`config.mk`:
```
export PLATFORM = sky130hd
export DESIGN_NAME = kmp_ctrl
export DESIGN_NICKNAME = d
export VERILOG_FILES = /design/src/rtl/kmp_first_match_finder_macros.svh /design/src/rtl/kmp_pkg.sv /design/src/rtl/kmp_ctrl.sv
export SDC_FILE = /design/constraint.sdc
export NUM_CORES = 1
export LEC_CHECK = 0
export BUFFER_PORTS_ARGS = -buffer_cell sky130_fd_sc_hd__buf_2
export CAP_MARGIN = 15
export CORE_AREA = 2 2 39 41
export DETAILED_ROUTE_END_ITERATION = 12
export DIE_AREA = 0 0 41 43
export GPL_ROUTABILITY_DRIVEN = 1
export HOLD_SLACK_MARGIN = 0.12
export PLACE_DENSITY = 0.45
export SLEW_MARGIN = 20
export SYNTH_ARGS = -nofsm -noshare
export SYNTH_HDL_FRONTEND = slang
export SYNTH_SLANG_ARGS = --single-unit
```
`constraint.sdc`:
```
create_clock -name clk -period 1.28 [get_ports clk]
set_clock_uncertainty 0.05 [all_clocks]
set_input_delay 0 -clock clk [delete_from_list [all_inputs] [get_ports clk]]
set_output_delay 0 -clock clk [all_outputs]
set_load 0.01 [all_outputs]
```
`src/rtl/kmp_first_match_finder_macros.svh`:
```
`ifndef KMP_FIRST_MATCH_FINDER_MACROS_SVH
`define KMP_FIRST_MATCH_FINDER_MACROS_SVH

// Same-cycle implication, disabled while the asynchronous reset is low.
`define KMP_ASSERT_SAME(lbl, ck, rn, ante, cons, msg) \
	lbl: assert property (@(posedge ck) disable iff (!rn) (ante) |-> (cons)) \
		else $error(msg);

// Next-cycle implication, disabled while the asynchronous reset is low.
`define KMP_ASSERT_NEXT(lbl, ck, rn, ante, cons, msg) \
	lbl: assert property (@(posedge ck) disable iff (!rn) (ante) |=> (cons)) \
		else $error(msg);

`endif

```
`src/rtl/kmp_pkg.sv`:
```
`timescale 1ns / 1ps

package kmp_pkg;

	// Fixed payload widths of the channels.
	localparam int IN_W  = 32;
	localparam int POS_W = 21;

	// Controller states, one-hot.
	typedef enum logic [2:0] {
		ST_IDLE = 3'b001,
		ST_RUN  = 3'b010,
		ST_EMIT = 3'b100
	} ctrl_state_t;

	// Commands from controller to datapath.
	typedef struct packed {
		logic accept;  // take the input beat, issue the first table read
		logic step;    // follow one failure link
		logic finish;  // commit the item, produce its result if any
		logic emit;    // move the held result into the output register
	} kmp_cmd_t;

	// Status from datapath to controller.
	typedef struct packed {
		logic done;       // comparison loop has settled
		logic res_valid;  // the item being finished produces a result
		logic out_free;   // output register can take a result this cycle
	} kmp_sts_t;

endpackage

```
`src/rtl/kmp_ctrl.sv`:
```
`timescale 1ns / 1ps

module kmp_ctrl import kmp_pkg::*; (
	input  logic     clk,
	input  logic     arst_n,
	input  logic     item_valid,
	output logic     item_ready,
	input  kmp_sts_t sts,
	output kmp_cmd_t cmd
);

	ctrl_state_t state_q, state_d;

	always_ff @(posedge clk or negedge arst_n) begin
		if (!arst_n) begin
			state_q <= ST_IDLE;
		end else begin
			state_q <= state_d;
		end
	end

	always_comb begin
		state_d    = state_q;
		cmd        = '0;
		item_ready = 1'b0;
		case (state_q)
			ST_IDLE: begin
				item_ready = 1'b1;
				if (item_valid) begin
					cmd.accept = 1'b1;
					state_d    = ST_RUN;
				end
			end
			ST_RUN: begin
				if (!sts.done) begin
					cmd.step = 1'b1;
				end else begin
					cmd.finish = 1'b1;
					// park the result if the output register is still occupied
					if (sts.res_valid && !sts.out_free) begin
						state_d = ST_EMIT;
					end else begin
						state_d = ST_IDLE;
					end
				end
			end
			ST_EMIT: begin
				if (sts.out_free) begin
					cmd.emit = 1'b1;
					state_d  = ST_IDLE;
				end
			end
			default: begin
				state_d = ST_IDLE;
			end
		endcase
	end

endmodule

```
==> metrics.txt <==
Clk Latency, worst-skew pair 230 ps; Final TNS setup 0 ps; Num Clock Sinks 3; WP depth 4; unrepaired setup endpoints after global routing yes; vias per std cell 4.07; Final Cycle Share 99.1%; outcome finished, final reports clean; post-synth top area share 23.8%; first-pass GRT wire length about 910 um; worst vdd ir approximately 0.52 mV; Biggest register state_q; Critical Path Slowest Stage Cell dfstp_2; largest net degree at the start of global routing 8; Yosys warning count 0; Post-Syn Nets 25; full die area 1760 um2; crit path cell chain buf_4 -> nor3b_4 -> and2_1 -> buf_2; hpwl dp ~370 um; ANT nets after route 0; Critical Path Source Type register; Mapped Area 210 um2; CP top delay family flip-flops; design area 423 um2; Layout Utilization 30.6%; Buf+Inv Stages, Crit Path 2; crit path DAT 1220 ps; Final setup viols 0; Data required, critical path 1230 ps; Slew Limit Headroom 76.3%; H-tree levels 1; Core ar. between 1000 and 1500 um2; static leakage power 0.176 nW; Pins Over Slew Limit 0; CP max stage delay 540 ps; Max Clk Rate about 800 MHz; initial antenna violation count 0; CP endpoint kind primary output; DRC 0; Final Power 0.000682 W; via count 240; GRT met2 Usage 10.9%; PortBufs 10; cts bufs inserted 3; post-synthesis cell count 19; fillers 144; top cells by count, synth 2 x dfrtp_1, 2 x nand2b_1, 2 x nor3b_2; layout cell share with drive strength beyond 1 60.5%; Ports 11; worst-path maximum fanout 4; Total Routed Length about 600 um; sequential fraction of the synthesis area 36.3%; Initial DRT Pass Iterations 4; Pwr Density 1610 nW/um2; number of global-route vias before repair 223; Synth cell types 16; CTS clk-pin slew, worst paths 30 ps; Worst Setup Path Type reg2out; max reg flops 3; GR Layer Usage met3 approximately 4.7%; DRT iter0 DRCs 13; main area contributors after synthesis dfrtp_1 24%, dfstp_2 13%, nor3b_2 12%; EDFF count, synth 0; CTS tree built; die width ~41 um; Std-Cell Rows 14; met1 Usage GRT 9.35%; Seq cells post-synth 3; Hold Violations, Final 0; Nets 50; Worst-Margin Slew 351 ps; Initial Utilization between 10% and 20%; Synth async-reset ratio 100%; total gr overflow 0; routability cong. 0.687; Final min period 1270 ps; Synth Flop Type dfrtp_1; biggest registers after layout state_q: 3 flops; Die Ht 43 um; Global Route Usage Sum 8.24%; routed len/inst roughly 10 um; max-cap violations 0; antenna fix cells 0; DP Area about 280 um2; gr busiest metal met2; Clock Tree Root clkbuf_4; Hold WC Path Type in2async; mean area per synthesized cell around 11 um2; worst r2r path cells 4; maximum clock path buffer count 2; Yosys top cell by area dfrtp_1; Area growth, synth to finish 101%
-- metrics by stage --
stage | instances | setup slack [ps] | hold WS (ps)
floorplan | 19 | 71.6 | -346
global placement | 45 | 185 | -257
detailed placement | 45 | 157 | -252
CTS | 59 | -9.09 | 189
global route | 59 | -63.6 | 228
finish | 59 | 11.8 | 219
-- area by class of cell --
cell class | count | area [um2] | share of cell area [%]
Clock buffer | 4 | 26.3 | 6.21
Sequential cell | 3 | 78.8 | 18.6
Timing Repair Buffer | 20 | 146 | 34.6
Tap cell | 16 | 20.0 | 4.73
Multi-Input combinational cell | 16 | 151 | 35.8
-- logic make-up (layout without fill, tap and decap cells) --
logic type	after synthesis	count (layout)	share of synthesized area, %
buffers and inverters	0	24	0
and+or+nand+nor	13	13	52.4
DFF	3	3	36.3
AOI/OAI and AO/OA	3	3	11.3
-- where the power goes --
| group | leakage [nW] | internal, W | total (W) | switching, W |
|---|---|---|---|---|
| combinational | 0.127 | 0.000221 | 0.000340 | 0.000119 |
| clock | 0.0150 | 0.000117 | 0.000162 | 0.0000455 |
| sequential | 0.0343 | 0.000136 | 0.000179 | 0.0000431 |
-- worst reg2reg max path: cells and delay by family, from the launching register on --
kind,cells,cell delay (ps)
buf+inv,1,100
flops,1,540
simple gates,3,390
-- path summary, 6_finish.rpt --
path                       startpoint         end  slack, ps
setup / recovery           state_q[0]      cmd[1]         10
hold / removal                 arst_n  state_q[0]        220
min in group clk               sts[0]  state_q[2]        460
hold reg to reg            state_q[2]  state_q[1]        470
setup reg to reg           state_q[0]  state_q[0]        120
max in group asynchronous      arst_n  state_q[2]        430
-- cell usage in the layout, fill, tap and decap left out, drive strengths merged --
master,count
buf,14
dlygate4sd3,6
clkbuf,4
nor3b,3
nand2b,2
dfrtp,2
and2,2
nor2b,1
nand4b,1
a211oi,1
or3b,1
nand3b,1
a21oi,1
a21boi,1
nor4b,1
nor3,1
dfstp,1
-- timing repair --
item | 4_1_cts | 5_1_grt
gates resized for setup | 4 | 2
endpoints found under the hold margin | 6 | 0
hold buffers | 6 | 0
pin swaps | 1 | 2
endpoints found under the setup margin | 1 | 4
setup buffers | 4 | 0
-- routing by layer --
layer  up-vias  routed length, um  share of wire, %
li1        119                  -                 -
met1       110                274                46
met2        11                263                44
met3         0                 55               9.3
met4         0                  0                 0
met5         -                  0                 0
Power figures use the tool's default switching activity.
